<file path="config.mk">
export PLATFORM = sky130hd
export DESIGN_NAME = document_record_line_parser
export DESIGN_NICKNAME = d
export VERILOG_FILES = /design/src/hdl/drlp_pkg.sv /design/src/hdl/document_record_line_parser.sv
export SDC_FILE = /design/constraint.sdc
export NUM_CORES = 1
export LEC_CHECK = 0
export BUFFER_PORTS_ARGS = -buffer_cell sky130_fd_sc_hd__buf_2
export CORE_MARGIN = 5
export CORE_UTILIZATION = 39
export DETAILED_ROUTE_END_ITERATION = 16
export PLACE_DENSITY = 0.54
export SLEW_MARGIN = 10
export SYNTH_ARGS = -nofsm -noshare
export SYNTH_HDL_FRONTEND = slang
export SYNTH_SLANG_ARGS = --single-unit
export TNS_END_PERCENT = 100
</file>
<file path="constraint.sdc">
create_clock -name clock -period 10.3 [get_ports clock]
set_clock_uncertainty 0.1 [all_clocks]
set_input_delay 2.06 -clock clock [delete_from_list [all_inputs] [get_ports clock]]
set_output_delay 2.06 -clock clock [all_outputs]
set_load 0.005 [all_outputs]
</file>
<file path="src/hdl/drlp_pkg.sv">
package drlp_pkg;

   // parse phases
   localparam logic [3:0] PH_ID      = 4'd0;
   localparam logic [3:0] PH_URL_U   = 4'd1;
   localparam logic [3:0] PH_URL_C   = 4'd2;
   localparam logic [3:0] PH_URL     = 4'd3;
   localparam logic [3:0] PH_TITLE_T = 4'd4;
   localparam logic [3:0] PH_TITLE_C = 4'd5;
   localparam logic [3:0] PH_TITLE   = 4'd6;
   localparam logic [3:0] PH_TEXT_H  = 4'd7;
   localparam logic [3:0] PH_TEXT_C  = 4'd8;
   localparam logic [3:0] PH_TEXT    = 4'd9;
   localparam logic [3:0] PH_DISCARD = 4'd10;

   // characters
   localparam logic [7:0] CH_NUL   = 8'h00;
   localparam logic [7:0] CH_TAB   = 8'h09;
   localparam logic [7:0] CH_NL    = 8'h0A;
   localparam logic [7:0] CH_ZERO  = 8'h30;
   localparam logic [7:0] CH_NINE  = 8'h39;
   localparam logic [7:0] CH_COLON = 8'h3A;
   localparam logic [7:0] CH_U     = 8'h75;
   localparam logic [7:0] CH_T     = 8'h74;
   localparam logic [7:0] CH_H     = 8'h48;

   // field tags
   localparam logic [1:0] TAG_NONE  = 2'd0;
   localparam logic [1:0] TAG_URL   = 2'd1;
   localparam logic [1:0] TAG_TITLE = 2'd2;
   localparam logic [1:0] TAG_TEXT  = 2'd3;

   // error codes
   localparam logic [2:0] ERR_NONE     = 3'd0;
   localparam logic [2:0] ERR_BAD_ID   = 3'd1;
   localparam logic [2:0] ERR_ZERO_ID  = 3'd2;
   localparam logic [2:0] ERR_NO_TAB   = 3'd3;
   localparam logic [2:0] ERR_NO_URL   = 3'd4;
   localparam logic [2:0] ERR_NO_TITLE = 3'd5;
   localparam logic [2:0] ERR_NO_TEXT  = 3'd6;

endpackage

</file>
<file path="src/hdl/document_record_line_parser.sv">
// channel  | direction | payload
// req_     | in        | char_byte
// rsp_     | out       | data_valid, field_tag, data_byte, record_done, error_code, doc_number
//
// one word in, one word out; a word is decoded in the cycle it is accepted and its
// result shows on rsp_ in the next cycle, so a word can be taken every cycle
// the result register frees up in the cycle it is taken, so outside reset req_ready only
// drops while a result waits and rsp_ready is low
// reset (synchronous, active high) returns the parser to the id phase and empties
// the result register; req_ready is low during reset
module document_record_line_parser (
   input  logic        clock,
   input  logic        reset,
   input  logic        req_valid,
   output logic        req_ready,
   input  logic [7:0]  req_char_byte,
   output logic        rsp_valid,
   input  logic        rsp_ready,
   output logic        rsp_data_valid,
   output logic [1:0]  rsp_field_tag,
   output logic [7:0]  rsp_data_byte,
   output logic        rsp_record_done,
   output logic [2:0]  rsp_error_code,
   output logic [31:0] rsp_doc_number
);

   logic [3:0]  phase_ff, phase_in;
   logic [31:0] acc_ff, acc_in;
   logic [7:0]  held_ff, held_in;
   logic        held_valid_ff, held_valid_in;
   logic [2:0]  err_ff, err_in;

   logic        rsp_valid_ff;
   logic        dv_ff, dv_in;
   logic [1:0]  tag_ff, tag_in;
   logic [7:0]  db_ff, db_in;
   logic        done_ff, done_in;
   logic [2:0]  code_ff, code_in;
   logic [31:0] num_ff, num_in;

   logic        accept;
   logic [7:0]  c;
   logic        is_digit;
   logic [31:0] acc_x10;
   logic [31:0] acc_digit;
   logic        fail;
   logic [2:0]  fail_code;

   assign req_ready = !reset && (!rsp_valid_ff || rsp_ready);
   assign accept    = req_valid && req_ready;
   assign c         = req_char_byte;
   assign is_digit  = (c >= drlp_pkg::CH_ZERO) && (c <= drlp_pkg::CH_NINE);
   assign acc_x10   = (acc_ff << 3) + (acc_ff << 1);
   assign acc_digit = acc_x10 + {28'd0, 4'(c - drlp_pkg::CH_ZERO)};

   always_comb begin
      phase_in      = phase_ff;
      acc_in        = acc_ff;
      held_in       = held_ff;
      held_valid_in = held_valid_ff;
      fail          = 1'b0;
      fail_code     = drlp_pkg::ERR_NONE;
      dv_in         = 1'b0;
      tag_in        = drlp_pkg::TAG_NONE;
      db_in         = 8'd0;
      num_in        = acc_ff;

      case (phase_ff)
         drlp_pkg::PH_ID: begin
            if (c == drlp_pkg::CH_NUL || c == drlp_pkg::CH_TAB) begin
               if (acc_ff == 32'd0) begin
                  fail      = 1'b1;
                  fail_code = drlp_pkg::ERR_ZERO_ID;
               end else if (c == drlp_pkg::CH_TAB) begin
                  phase_in = drlp_pkg::PH_URL_U;
               end else begin
                  fail      = 1'b1;
                  fail_code = drlp_pkg::ERR_NO_TAB;
               end
            end else if (is_digit) begin
               acc_in = acc_digit;
               num_in = acc_digit;
            end else begin
               fail      = 1'b1;
               fail_code = drlp_pkg::ERR_BAD_ID;
            end
         end
         drlp_pkg::PH_URL_U: begin
            if (c == drlp_pkg::CH_U) phase_in = drlp_pkg::PH_URL_C;
            else begin
               fail      = 1'b1;
               fail_code = drlp_pkg::ERR_NO_URL;
            end
         end
         drlp_pkg::PH_URL_C: begin
            if (c == drlp_pkg::CH_COLON) phase_in = drlp_pkg::PH_URL;
            else begin
               fail      = 1'b1;
               fail_code = drlp_pkg::ERR_NO_URL;
            end
         end
         drlp_pkg::PH_TITLE_T: begin
            if (c == drlp_pkg::CH_T) phase_in = drlp_pkg::PH_TITLE_C;
            else begin
               fail      = 1'b1;
               fail_code = drlp_pkg::ERR_NO_TITLE;
            end
         end
         drlp_pkg::PH_TITLE_C: begin
            if (c == drlp_pkg::CH_COLON) phase_in = drlp_pkg::PH_TITLE;
            else begin
               fail      = 1'b1;
               fail_code = drlp_pkg::ERR_NO_TITLE;
            end
         end
         drlp_pkg::PH_TEXT_H: begin
            if (c == drlp_pkg::CH_H) phase_in = drlp_pkg::PH_TEXT_C;
            else begin
               fail      = 1'b1;
               fail_code = drlp_pkg::ERR_NO_TEXT;
            end
         end
         drlp_pkg::PH_TEXT_C: begin
            if (c == drlp_pkg::CH_COLON) phase_in = drlp_pkg::PH_TEXT;
            else begin
               fail      = 1'b1;
               fail_code = drlp_pkg::ERR_NO_TEXT;
            end
         end
         drlp_pkg::PH_URL, drlp_pkg::PH_TITLE: begin
            if (c == drlp_pkg::CH_TAB) begin
               phase_in = (phase_ff == drlp_pkg::PH_URL) ? drlp_pkg::PH_TITLE_T
                                                          : drlp_pkg::PH_TEXT_H;
            end else if (c == drlp_pkg::CH_NUL) begin
               fail      = 1'b1;
               fail_code = drlp_pkg::ERR_NO_TAB;
            end else begin
               dv_in  = 1'b1;
               tag_in = (phase_ff == drlp_pkg::PH_URL) ? drlp_pkg::TAG_URL
                                                        : drlp_pkg::TAG_TITLE;
               db_in  = c;
            end
         end
         drlp_pkg::PH_TEXT: begin
            // held byte goes out now, except a newline right before the terminator
            if (held_valid_ff &&
                !(c == drlp_pkg::CH_NUL && held_ff == drlp_pkg::CH_NL)) begin
               dv_in  = 1'b1;
               tag_in = drlp_pkg::TAG_TEXT;
               db_in  = held_ff;
            end
            if (c != drlp_pkg::CH_NUL) begin
               held_in       = c;
               held_valid_in = 1'b1;
            end
         end
         default: begin
            // discard phase and unused codes: drop bytes until the terminator
         end
      endcase

      if (fail) begin
         phase_in = drlp_pkg::PH_DISCARD;
         err_in   = fail_code;
      end else begin
         err_in   = err_ff;
      end
      code_in = err_in;
      done_in = (c == drlp_pkg::CH_NUL);
   end

   always_ff @(posedge clock) begin
      if (reset) begin
         phase_ff      <= drlp_pkg::PH_ID;
         acc_ff        <= 32'd0;
         held_ff       <= 8'd0;
         held_valid_ff <= 1'b0;
         err_ff        <= drlp_pkg::ERR_NONE;
      end else if (accept) begin
         if (done_in) begin
            phase_ff      <= drlp_pkg::PH_ID;
            acc_ff        <= 32'd0;
            held_ff       <= 8'd0;
            held_valid_ff <= 1'b0;
            err_ff        <= drlp_pkg::ERR_NONE;
         end else begin
            phase_ff      <= phase_in;
            acc_ff        <= acc_in;
            held_ff       <= held_in;
            held_valid_ff <= held_valid_in;
            err_ff        <= err_in;
         end
      end
   end

   always_ff @(posedge clock) begin
      if (reset) begin
         rsp_valid_ff <= 1'b0;
      end else if (accept) begin
         rsp_valid_ff <= 1'b1;
      end else if (rsp_ready) begin
         rsp_valid_ff <= 1'b0;
      end
   end

   always_ff @(posedge clock) begin
      if (accept) begin
         dv_ff   <= dv_in;
         tag_ff  <= tag_in;
         db_ff   <= db_in;
         done_ff <= done_in;
         code_ff <= code_in;
         num_ff  <= num_in;
      end
   end

   assign rsp_valid       = rsp_valid_ff;
   assign rsp_data_valid  = dv_ff;
   assign rsp_field_tag   = tag_ff;
   assign rsp_data_byte   = db_ff;
   assign rsp_record_done = done_ff;
   assign rsp_error_code  = code_ff;
   assign rsp_doc_number  = num_ff;

endmodule

</file>
After elaboration in Yosys (flattened, before gate mapping)

Index checks and enable logic that the tools add are counted.

Bits in registers: 96
Input bits: 12
Word-level logic and storage cells: 129

$add $sub $neg: 3
$lt $le $gt $ge: 2
Equality and inequality tests: 25
Multiplexer cells: 65
Reductions and logical operators: 22

Operators by type and width:

| kind               | number |
|---|---|
| $mux 32            | 4 |
| $mux 4             | 12 |
| $mux 8             | 6 |
| $ne 4x4->1 const B | 10 |
| $add 32x32->32     | 1 |
| $add 32x4->32      | 1 |
| $logic_not 32->1   | 1 |
| $pmux 4 s8         | 1 |
| $mux 3             | 9 |
| $eq 8x7->1 const B | 3 |
| $pmux 3 s8         | 1 |
| $mux 1             | 19 |
| $mux 2             | 9 |
| $eq 4x3->1 const B | 4 |
| $eq 8x4->1 const B | 2 |
| $pmux 8 s2         | 1 |
| $reduce_and 12->1  | 1 |
| $reduce_bool 10->1 | 1 |
| $eq 4x2->1 const B | 2 |
| $eq 4x4->1 const B | 2 |
| $eq 8x6->1 const B | 1 |
| $ge 8x6->1 const B | 1 |
| $le 8x6->1 const B | 1 |
| $logic_not 8->1    | 1 |
| 14 further kinds   | 23 |

Longest topological paths before layout

Gate-level depths: netlist of the first run.

Depth after elaboration: 7
Depth in mapped cells: 11
Gate-level depth less buffers: 11

Worst setup path before layout of the first run

OpenSTA, ideal clock, no wires.

Path kind: input -> register
From: input req_char_byte[3]
To: register num_ff[28], in the netlist rsp_doc_number[28], data pin
Arrival time: 4.503 ns
Path slack: 5.437 ns
Stages on the path: 10
Path through: fa_1 -> fa_1 -> a21oi_1 -> o21ai_0 -> a211oi_1 -> nor3b_1 -> o21ai_0 -> and4b_1 -> a211oi_1 -> mux2_2

Cells in the longest elaborated chain, start to end: 5
Elaborated cells on any way between the ends: 11

RTL lines:

| what                                               | RTL line                                                             | text |
|---|---|---|
| start: declaration                                 | document_record_line_parser.sv:16                                    | `input logic [7:0] req_char_byte,` |
| $sub 4x1->4 (tied with other cells)                | document_record_line_parser.sv:54                                    | `assign acc_digit = acc_x10 + {28'd0, 4'(c - drlp_pkg::CH_ZERO)};` |
| $add 32x4->32 or $logic_and 1x1->1 (tied branches) | document_record_line_parser.sv:54, document_record_line_parser.sv:52 |  |
| $mux 32                                            | -                                                                    |  |
| $mux 32 * (2 in a row)                             | -                                                                    |  |
| named net acc_in[28]                               | document_record_line_parser.sv:28                                    | `logic [31:0] acc_ff, acc_in;` |
| end signal: assignment                             | document_record_line_parser.sv:213                                   | `num_ff <= num_in;` |
| end: declaration                                   | document_record_line_parser.sv:39                                    | `logic [31:0] num_ff, num_in;` |

The timed path passes the listed nets; every way through them passes the cells marked *.
A chain may end at the register's enable or synchronous reset.

Worst setup path in the final report of the first run

Ends and elaborated chain as after synthesis.

==> flow_summary_export.csv, run 1 <==
group,metric,value,unit
critical_path,worstReg2RegEnd,"rsp_doc_number[28]",
drt,firstDrtPassIters,5,
synthesis,syn_area_per_cell,9.327,µm²
clock_network,clock_latency,340,ps
synthesis,ys_seq_area_share,38.34,%
pwr,p_sw_share,24.84,%
pwr,ir_drop,68.36,µV
synthesis,synth-edff-count,47,
placement,globalplace.congestion,0.8653,
final_layout,final_cell_mix,"nand2_1, nor2_1, buf_2, ha_1, dfxtp_1",
timing,fin_crit,5073,ps
drt,drcViolationCount,0,
critical_path,crit_path_start,"req_char_byte[3]",
pwr,powerDensity,130.6,nW/µm²
final_layout,seq_area,2392,µm²
critical_path,critPathCapture,"rsp_doc_number[28]",
critical_path,path_max_fanout,10,
grt,first_global_vias,5220,
synthesis,synth_cell_types,67,
timing,hold_viol,0,
grt,grt_pass1_wl,28.17,mm
floorplan,die_y,136.5,µm
critical_path,worstRegToRegCells,10,
timing,relSlewSlack,34.29,%
timing,worst_slew_pin_slew,981.0,ps
final_layout,drive_above_1_share,14.03,%
critical_path,r2r_start,"acc_ff[0]",
drt,final_antenna_net_count,0,
pwr,p_clk_share,40.0,%
critical_path,cp-end-kind,"register",
floorplan,ios,61,
pwr,leakage,3.095,nW
hold_path,hold_path.class,"register to register",
drt,wirelength,17.21,mm
clock_network,cts_setup_buffers,0,
final_layout,final_nets,787,
critical_path,crit_arrival,5070,ps
synthesis,ys_warn_count,0,
clock_network,cts_buffers,9,
placement,postPlaceCellArea,6734,µm²
grt,gr-total-overflow,0,
grt,grt_usage,19.03,%
synthesis,async_flop_share,0,%
clock_network,ctsLongestPathBuffers,2,
final_layout,multiInputGateArea,3670,µm²
drt,via_per_inst,5.674,
final_layout,final_common_cell,"nand2_1",
clock_network,cts_tree,"built",
critical_path,rrSetupSlack,6640,ps
synthesis,synth_seq_cells,96,
drt,drt_iter0_markers,509,
status,status,"finished, final reports clean",
floorplan,die-area,18630,µm²
pwr,p_seq_share,46.7,%
placement,numPortBuffers,60,
pwr,intPower,0.6935,mW
synthesis,synthFlopType,"dfxtp_1",
final_layout,final_cell_area,7066,µm²
timing,setup_viol,0,
timing,fmax,0.1971,GHz
clock_network,root_buffer,"clkbuf_16",
timing,period_share,49.25,%
final_layout,areaGrowthSynthToFinish,13.23,%
pwr,p_sw,0.2292,mW
clock_network,cts.htree.levels,3,
critical_path,cp-start-kind,"input pin",
drt,wire_per_inst,18.39,µm
grt,grt_max_degree,52,
clock_network,cts_sinks,96,
synthesis,netlist_instances,669,
floorplan,core,15770,µm²
critical_path,critPathKind,"input pin to register",
grt,antenna_found_initial,0,
timing,fin_setup_tns,0,ps
clock_network,clk_pin_slew,70,ps
drt,num_vias,5311,
floorplan,fp.dieW,136.5,µm
timing,rsz0062_at_grt,"no",
synthesis,syn_nets,741,
final_layout,fillers,1576,
floorplan,rows,46,
placement,dp_hpwl,12.88,mm
flow_run,drv_cap,0,
clock_network,cts_repair_resize_count,0,
synthesis,syn_area,6240,µm²
floorplan,initial_core_util,39.57,%
final_layout,diodes,0,
clock_network,postCtsHoldBufs,0,
pwr,power_frac_comb,13.3,%
critical_path,cp.required,10300,ps
timing,drv_slew,0,
## kinds of logic (layout without fill, tap and decap cells)
kind of cell               count (synthesis)  in the layout  share of synthesized area (%)
and+or+nand+nor                          230            230                          17.81
DFF                                       96             96                          38.34
xor gates and xnor gates                  28             28                          3.930
buffers and inverters                     46             97                          2.847
AOI/OAI and AO/OA                        187            187                          21.04
adders and majority gates                 60             60                          12.27
muxes                                     22             22                          3.770
## worst min path at each step
stage                         start   endpoint  slack, ps  depth (start not counted)
final                     err_ff[2]  err_ff[2]        380                          1
after global placement    err_ff[1]  err_ff[1]        350                          1
after floorplan           err_ff[1]  err_ff[1]        340                          1
after global routing      err_ff[2]  err_ff[2]        430                          1
after detailed placement  err_ff[1]  err_ff[1]        370                          1
after CTS                 err_ff[2]  err_ff[2]        380                          1
## routing by layer
metal / vias to the layer above / GRT usage [%] / part of all wire (%)
met5: - / 0 / 0
met4: 0 / 5.543 / 1.5
met3: 16 / 2.941 / 4.4
met2: 136 / 31.11 / 47
met1: 2549 / 26.09 / 47
li1: 2610 / - / -
## critical path: stages
cell	delay (ps)
buf_2	170
fa_1	540
fa_1	490
a21oi_1	190
o21ai_0	170
a211oi_1	470
nor3b_1	150
o21ai_0	250
and4b_1	220
a211oi_1	60
mux2_2	290
## flip-flops by register name, indices dropped and copies added (netlist names)
register,cells
rsp_field_tag,2
rsp_doc_number,32
rsp_data_byte,8
held_valid_ff,1
acc_ff,32
phase_ff,4
rsp_record_done,1
rsp_data_valid,1
err_ff,3
rsp_valid,1
held_ff,8
rsp_error_code,3
## layout make-up
cell class                 instances  share of cell area [%]
tap                              216                   3.825
multi-input combinational        527                   51.94
timing repair buffer              66                   4.888
clock inverter                     5                   1.098
inverter                          15                  0.7969
sequential                        96                   33.86
clock buffer                      11                   3.595
## synth_stat cells, types with 6 or more instances
cell / number / share of area [%]
nor3_1: 11 / 0.88
nor4_1: 10 / 1.0
a32o_1: 7 / 1.1
mux2i_1: 10 / 1.6
a21o_1: 18 / 2.2
nor2_1: 67 / 4.0
inv_1: 14 / 0.84
o21bai_1: 6 / 0.72
nand3_1: 12 / 0.96
ha_1: 58 / 12
a22o_1: 21 / 2.9
xnor2_1: 17 / 2.4
dfxtp_1: 49 / 16
nand4_1: 9 / 0.90
nor2b_1: 8 / 0.80
a21oi_1: 41 / 3.3
mux2_2: 12 / 2.2
nand2_1: 75 / 4.5
xor2_1: 11 / 1.5
clkbuf_1: 26 / 1.6
edfxtp_1: 47 / 23
a22oi_1: 12 / 1.4
o21ai_0: 29 / 2.3
## stage by stage
step	setup WS, ps	cells	hold slack [ps]	util (%)	total power [mW]
6_report	5227	936	382.5	44.80	0.9227
5_1_grt	4965	936	429.6	44.80	0.9596
4_1_cts	5215	936	383.6	44.80	0.9266
3_5_place_dp	4856	920	366.3	42.70	0.5607
3_3_place_gp	4872	920	354.8	42.70	0.5595
2_1_floorplan	5437	669	336.9	-	0.5262
## power by group through the flow
stage	Sequential, mW	Clock, mW	Combinational [mW]
2_1_floorplan	0.431	0	0.0948
3_3_place_gp	0.439	0	0.121
3_5_place_dp	0.439	0	0.122
4_1_cts	0.430	0.374	0.123
5_1_grt	0.433	0.391	0.136
6_report	0.431	0.369	0.123
(Power assumes the default switching activity.)
==> inputs of run 2 (changes only) <==
- ABC_AREA: default -> 1
- PLACE_DENSITY: 0.54 -> 0.56
- clock period: 10.3 -> 4.6 ns (I/O delays scaled with it)
==> flow_summary_export.csv, run 2 <==
group,metric,value,unit
status,status,"finished, final reports clean",
grt,grt_pass1_wl,30.33,mm
floorplan,rows,48,
clock_network,cts_setup_buffers,0,
final_layout,diodes,0,
critical_path,r2r_start,"acc_ff[2]",
synthesis,synth_top_area_share,20.64,%
critical_path,critPathKind,"input pin to register",
synthesis,synthTopCellsByArea,"edfxtp_1, nand2_1, dfxtp_1, ha_1, inv_1",
critical_path,crit_chain,"buf_2, fa_1, fa_1, nand3_1, nand3_1, nand3_1, nand3_1, nand2_1, nand2_1, nand2_1, nand3_1, nand2_1, inv_1",
timing,fmax,0.3187,GHz
timing,fin_crit,3138,ps
synthesis,netlist_instances,982,
floorplan,die_y,142.4,µm
clock_network,clock_latency,360,ps
floorplan,die-area,20280,µm²
drt,final_antenna_net_count,0,
synthesis,yosys.area_share.simple,32.75,%
clock_network,root_buffer,"clkbuf_16",
synthesis,ys_warn_count,0,
pwr,powerDensity,256.7,nW/µm²
synthesis,syn_area,6838,µm²
hold_path,worstHoldPathCells,2,
clock_network,postCtsHoldBufs,0,
final_layout,final_common_cell,"nand2_1",
placement,pre_cts_slack,1075,ps
drt,firstDrtPassIters,5,
synthesis,synth_compound_area_share,11.29,%
synthesis,synth_seq_cells,96,
timing,worst_slew_pin_slew,1130,ps
grt,grt_use_met2,29.81,%
synthesis,synthFlopType,"dfxtp_1",
grt,grt.met1_usage,25.46,%
timing,hold_viol,0,
clock_network,cts_sinks,96,
placement,dp_hpwl,13.90,mm
synthesis,synth_commonest_cells,"nand2_1, inv_1, nor2_1",
drt,num_vias,6330,
synthesis,yosysMostFrequentCell,"nand2_1",
clock_network,cts_tree,"built",
pwr,intPower,1.395,mW
final_layout,fillers,1816,
pwr,leakage,3.781,nW
critical_path,cp-end-kind,"register",
grt,gr-max-usage-layer,"met2",
timing,drv_slew,0,
synthesis,synth_cell_types,38,
hold_path,whs_endpoint,"err_ff[2]",
synthesis,ys_seq_area_share,34.99,%
timing,setup_viol,0,
synthesis,yosys.area.top_type,"edfxtp_1",
synthesis,syn_nets,1054,
critical_path,crit_arrival,3160,ps
synthesis,async_flop_share,0,%
critical_path,worst_path_most_repeated_cell,"nand3_1",
drt,via_per_inst,4.992,
floorplan,fp.dieW,142.4,µm
placement,numPortBuffers,60,
grt,grt_usage,18.59,%
floorplan,ios,61,
grt,first_global_vias,5934,
synthesis,synth-edff-count,47,
timing,fin_setup_tns,0,ps
synthesis,syn_area_per_cell,6.963,µm²
pwr,ir_drop,173.8,µV
drt,drcViolationCount,0,
grt,grt_max_degree,52,
final_layout,areaGrowthSynthToFinish,11.93,%
floorplan,core,17240,µm²
timing,rsz0062_at_grt,"no",
grt,use_met3,3.091,%
timing,hold_ws,367.7,ps
timing,period_share,68.22,%
synthesis,synth_fa_ha_area_share,11.20,%
synthesis,synthMuxAreaShare,0.1464,%
final_layout,drive_above_1_share,12.18,%
clock_network,cts.htree.levels,3,
synthesis,synth_top_family_by_area,"simple AND/OR/NAND/NOR gates",
clock_network,cts_repair_resize_count,0,
clock_network,clk_pin_slew,70,ps
critical_path,worstReg2RegEnd,"rsp_doc_number[22]",
grt,gr-total-overflow,0,
pwr,p_sw,0.5693,mW
critical_path,path_max_fanout,5,
critical_path,rrSetupSlack,1660,ps
timing,worst_slack,1462,ps
clock_network,cts_buffers,9,
critical_path,worstRegToRegCells,12,
hold_path,hold_path.class,"register to register",
critical_path,cpMaxStageDelayCell,"fa_1",
grt,antenna_found_initial,0,
critical_path,cp.required,4620,ps
pwr,power_frac_comb,14.7,%
hold_path,min-delay-start,"err_ff[2]",
floorplan,initial_core_util,39.67,%
critical_path,cp-start-kind,"input pin",
timing,relSlewSlack,24.57,%
placement,globalplace.congestion,0.9094,
placement,place_inst,1252,
drt,wire_per_inst,14.46,µm
drt,wirelength,18.33,mm
synthesis,synth_xor_area_share,1.537,%
clock_network,ctsLongestPathBuffers,2,
pwr,p_seq_share,48.2,%
critical_path,slowest_delay,530,ps
final_layout,fin_cells,1268,
pwr,p_clk_share,37.1,%
final_layout,final_cell_mix,"nand2_1, inv_1, nor2_1, a21oi_1, nand3_1",
flow_run,drv_cap,0,
pwr,p_sw_share,28.98,%
drt,drt_iter0_markers,353,
final_layout,final_nets,1110,
run 2: changes by cell type in the layout (fill, tap and decap cells not counted), sizes merged, moves of 16 or more:
cell / delta
a21o: -16
a21oi: +36
a22o: -21
inv: +108
nand2: +251
nand3: +58
nor2: +29
run 2: how the worst max path moves through the flow:
stage	from	endpoint	slack, ps	cells after the start
detailed placement	req_char_byte[3]	rsp_doc_number[22]	1080	13
global route	req_char_byte[3]	acc_ff[29]	1260	14
finish	req_char_byte[3]	rsp_doc_number[22]	1460	13
global placement	req_char_byte[3]	rsp_doc_number[22]	1110	13
CTS	req_char_byte[3]	rsp_doc_number[29]	1460	11
floorplan	rsp_ready	held_valid_ff	1330	8
run 2: power by group through the flow:
stage | Clock [mW] | Combinational (mW) | Sequential (mW)
after global routing | 0.790 | 0.325 | 0.951
after floorplan | 0 | 0.203 | 0.966
final | 0.729 | 0.288 | 0.947
after CTS | 0.751 | 0.291 | 0.947
after detailed placement | 0 | 0.289 | 0.967
after global placement | 0 | 0.289 | 0.967
run 2: critical path, delay by kind of cell:
kind / cells / cell delay (ps)
fa+ha+maj: 2 / 1030
buf+inv: 2 / 180
simple gates: 9 / 1020
run 2: layout make-up:
| class | count | area [µm²] | share of cell area (%) |
|---|---|---|---|
| clock buffers | 9 | 225.2 | 2.943 |
| clock inverters | 7 | 58.81 | 0.7684 |
| inverters | 122 | 457.9 | 5.983 |
| multi-input cells | 743 | 3892 | 50.86 |
| flip-flops and latches | 96 | 2392 | 31.26 |
| well taps | 225 | 281.5 | 3.678 |
| repair buffers | 66 | 345.3 | 4.512 |
run 2: kinds of logic after synthesis:
family,Yosys count
XOR/XNOR,12
AO/OA/AOI/OAI,141
AND/OR/NAND/NOR,529
flip-flops,96
adder cells (fa/ha/maj),60
buffers and inverters,143
multiplexers,1
run 2: stage by stage:
| step | power (mW) | area [µm²] | util [%] |
|---|---|---|---|
| 5_1_grt | 2.066 | 7654 | 44.40 |
| 3_5_place_dp | 1.256 | 7370 | 42.76 |
| 6_report | 1.964 | 7654 | 44.40 |
| 4_1_cts | 1.988 | 7654 | 44.40 |
| 3_3_place_gp | 1.256 | 7370 | 42.76 |
| 2_1_floorplan | 1.169 | 6838 | - |
run 2: metal layers:
layer / wire (µm) / share of wire [%]
met4: 451 / 2.5
met1: 8760 / 48
met2: 8179 / 45
met3: 938 / 5.1
met5: 0 / 0
==> inputs of run 3 (changes only) <==
- clock period: 4.6 -> 2.6 ns (I/O delays scaled with it)
==> flow_summary_export.csv, run 3 (same netlist as run 2, synthesis figures left out) <==
group,metric,value,unit
status,status,"finished, final reports clean",
critical_path,slowest_delay,510,ps
clock_network,root_buffer,"clkbuf_16",
pwr,power_frac_comb,15.1,%
floorplan,die_y,142.4,µm
drt,drt_iter0_markers,477,
final_layout,final_common_cell,"nand2_1",
clock_network,cts_sinks,96,
clock_network,clock_latency,360,ps
critical_path,cpMaxStageDelayCell,"fa_2",
drt,via_per_inst,4.908,
clock_network,cts_tree,"built",
drt,firstDrtPassIters,5,
critical_path,crit_chain,"fa_2, fa_2, nand3_1, nand3_2, nand2_1, nand2_2, nand2_1, nand3_1, xnor2_2, a21boi_0",
final_layout,areaGrowthSynthToFinish,24.17,%
critical_path,cp-start-kind,"register",
timing,hold_viol,0,
drt,final_antenna_net_count,0,
final_layout,final_util,49.26,%
timing,fmax,0.3981,GHz
timing,rsz0062_at_grt,"yes",
pwr,ir_drop,284.9,µV
grt,gr-total-overflow,0,
pwr,intPower,2.577,mW
drt,drcViolationCount,0,
clock_network,clk_pin_slew,70,ps
pwr,p_sw,1.005,mW
grt,grt_usage,18.87,%
drt,num_vias,6528,
floorplan,ios,61,
grt,grt_pass1_wl,30.90,mm
timing,relSlewSlack,65.25,%
floorplan,rows,48,
final_layout,drive_above_1_share,23.71,%
timing,drv_slew,0,
clock_network,ctsLongestPathBuffers,2,
flow_run,drv_cap,0,
critical_path,cp-end-kind,"register",
final_layout,fin_cells,1330,
pwr,p_clk_share,38.2,%
clock_network,cts.htree.levels,3,
final_layout,diodes,0,
placement,numPortBuffers,60,
floorplan,die-area,20280,µm²
floorplan,initial_core_util,39.67,%
floorplan,core,17240,µm²
hold_path,hold_path.class,"input pin to register",
grt,grt_use_met2,31.58,%
clock_network,postCtsHoldBufs,0,
floorplan,fp.dieW,142.4,µm
grt,first_global_vias,6126,
pwr,p_sw_share,28.06,%
placement,globalplace.congestion,0.9017,
grt,grt_max_degree,40,
grt,grt.met1_usage,25.70,%
grt,antenna_found_initial,0,
grt,use_met3,2.991,%
critical_path,crit_arrival,2500,ps
final_layout,fillers,1769,
timing,setup_viol,0,
critical_path,rrSetupSlack,90,ps
placement,postPlaceCellArea,7876,µm²
final_layout,final_cell_mix,"nand2_1, inv_1, nor2_1, a21oi_1, buf_4",
timing,fin_crit,2512,ps
placement,place_inst,1312,
final_layout,final_cell_area,8491,µm²
drt,wirelength,19.35,mm
grt,gr-max-usage-layer,"met2",
placement,dp_hpwl,14.85,mm
critical_path,path_max_fanout,4,
pwr,leakage,4.134,nW
pwr,powerDensity,421.8,nW/µm²
final_layout,final_nets,1172,
timing,period_share,96.61,%
critical_path,cp.required,2590,ps
critical_path,critPathKind,"register to register",
drt,wire_per_inst,14.55,µm
timing,worst_slew_pin_slew,521.2,ps
clock_network,cts_buffers,9,
pwr,p_seq_share,46.7,%
run 3: metrics by stage:
stage	hold slack, ps	TNS (ps)	setup WS, ps	power, mW
2_1_floorplan	344.0	0	20.01	2.069
3_3_place_gp	353.8	-11200	-360.9	2.240
3_5_place_dp	357.8	-12090	-368.9	2.244
4_1_cts	307.0	0	12.10	3.612
5_1_grt	326.4	-170.7	-38.36	3.753
6_report	315.6	0	88.13	3.581
run 3: critical path: cells and delay by family, from the launching register on:
kind                     cells  cell delay (ps)
XOR/XNOR                     1              210
AO/OA/AOI/OAI                1              110
adder cells (fa/ha/maj)      2              870
flip-flops                   1              360
AND/OR/NAND/NOR              6              610
run 3: repair_timing:
| action | 4_1_cts | 5_1_grt |
|---|---|---|
| pin swaps | 1 | 7 |
| buffers inserted | 0 | 2 |
| cloned | 0 | 0 |
| setup endpoints to repair | 31 | 45 |
| gates resized for setup | 7 | 75 |
run 3: final timing paths:
| path | cells past startpoint | endpoint | from |
|---|---|---|---|
| max reg2reg | 10 | rsp_doc_number[18] | acc_ff[2] |
| min reg2reg | 2 | err_ff[1] | err_ff[1] |
| min | 3 | rsp_valid | req_valid |
| max | 10 | rsp_doc_number[18] | acc_ff[2] |
run 3: power by group through the flow:
| stage | Clock [mW] | Combinational, mW | Sequential (mW) |
|---|---|---|---|
| 3_3_place_gp | 0 | 0.531 | 1.71 |
| 4_1_cts | 1.40 | 0.537 | 1.68 |
| 6_report | 1.37 | 0.539 | 1.67 |
| 3_5_place_dp | 0 | 0.534 | 1.71 |
| 5_1_grt | 1.47 | 0.606 | 1.68 |
| 2_1_floorplan | 0 | 0.360 | 1.71 |
run 3: routing by layer:
metal / up-vias / wire length (µm)
li1: 3427 / -
met1: 2956 / 9405
met2: 126 / 8871
met3: 19 / 804
met4: 0 / 266
met5: - / 0
run 3: cell type report:
class                           count  area, µm²  area share, %
Sequential cell                    96       2420          28.50
Timing Repair Buffer              128      848.3          9.991
Inverter                          122      461.7          5.438
Tap cell                          225      281.5          3.316
Clock buffer                        9      225.2          2.653
Clock inverter                      7      70.07         0.8252
Multi-Input combinational cell    743       4184          49.28
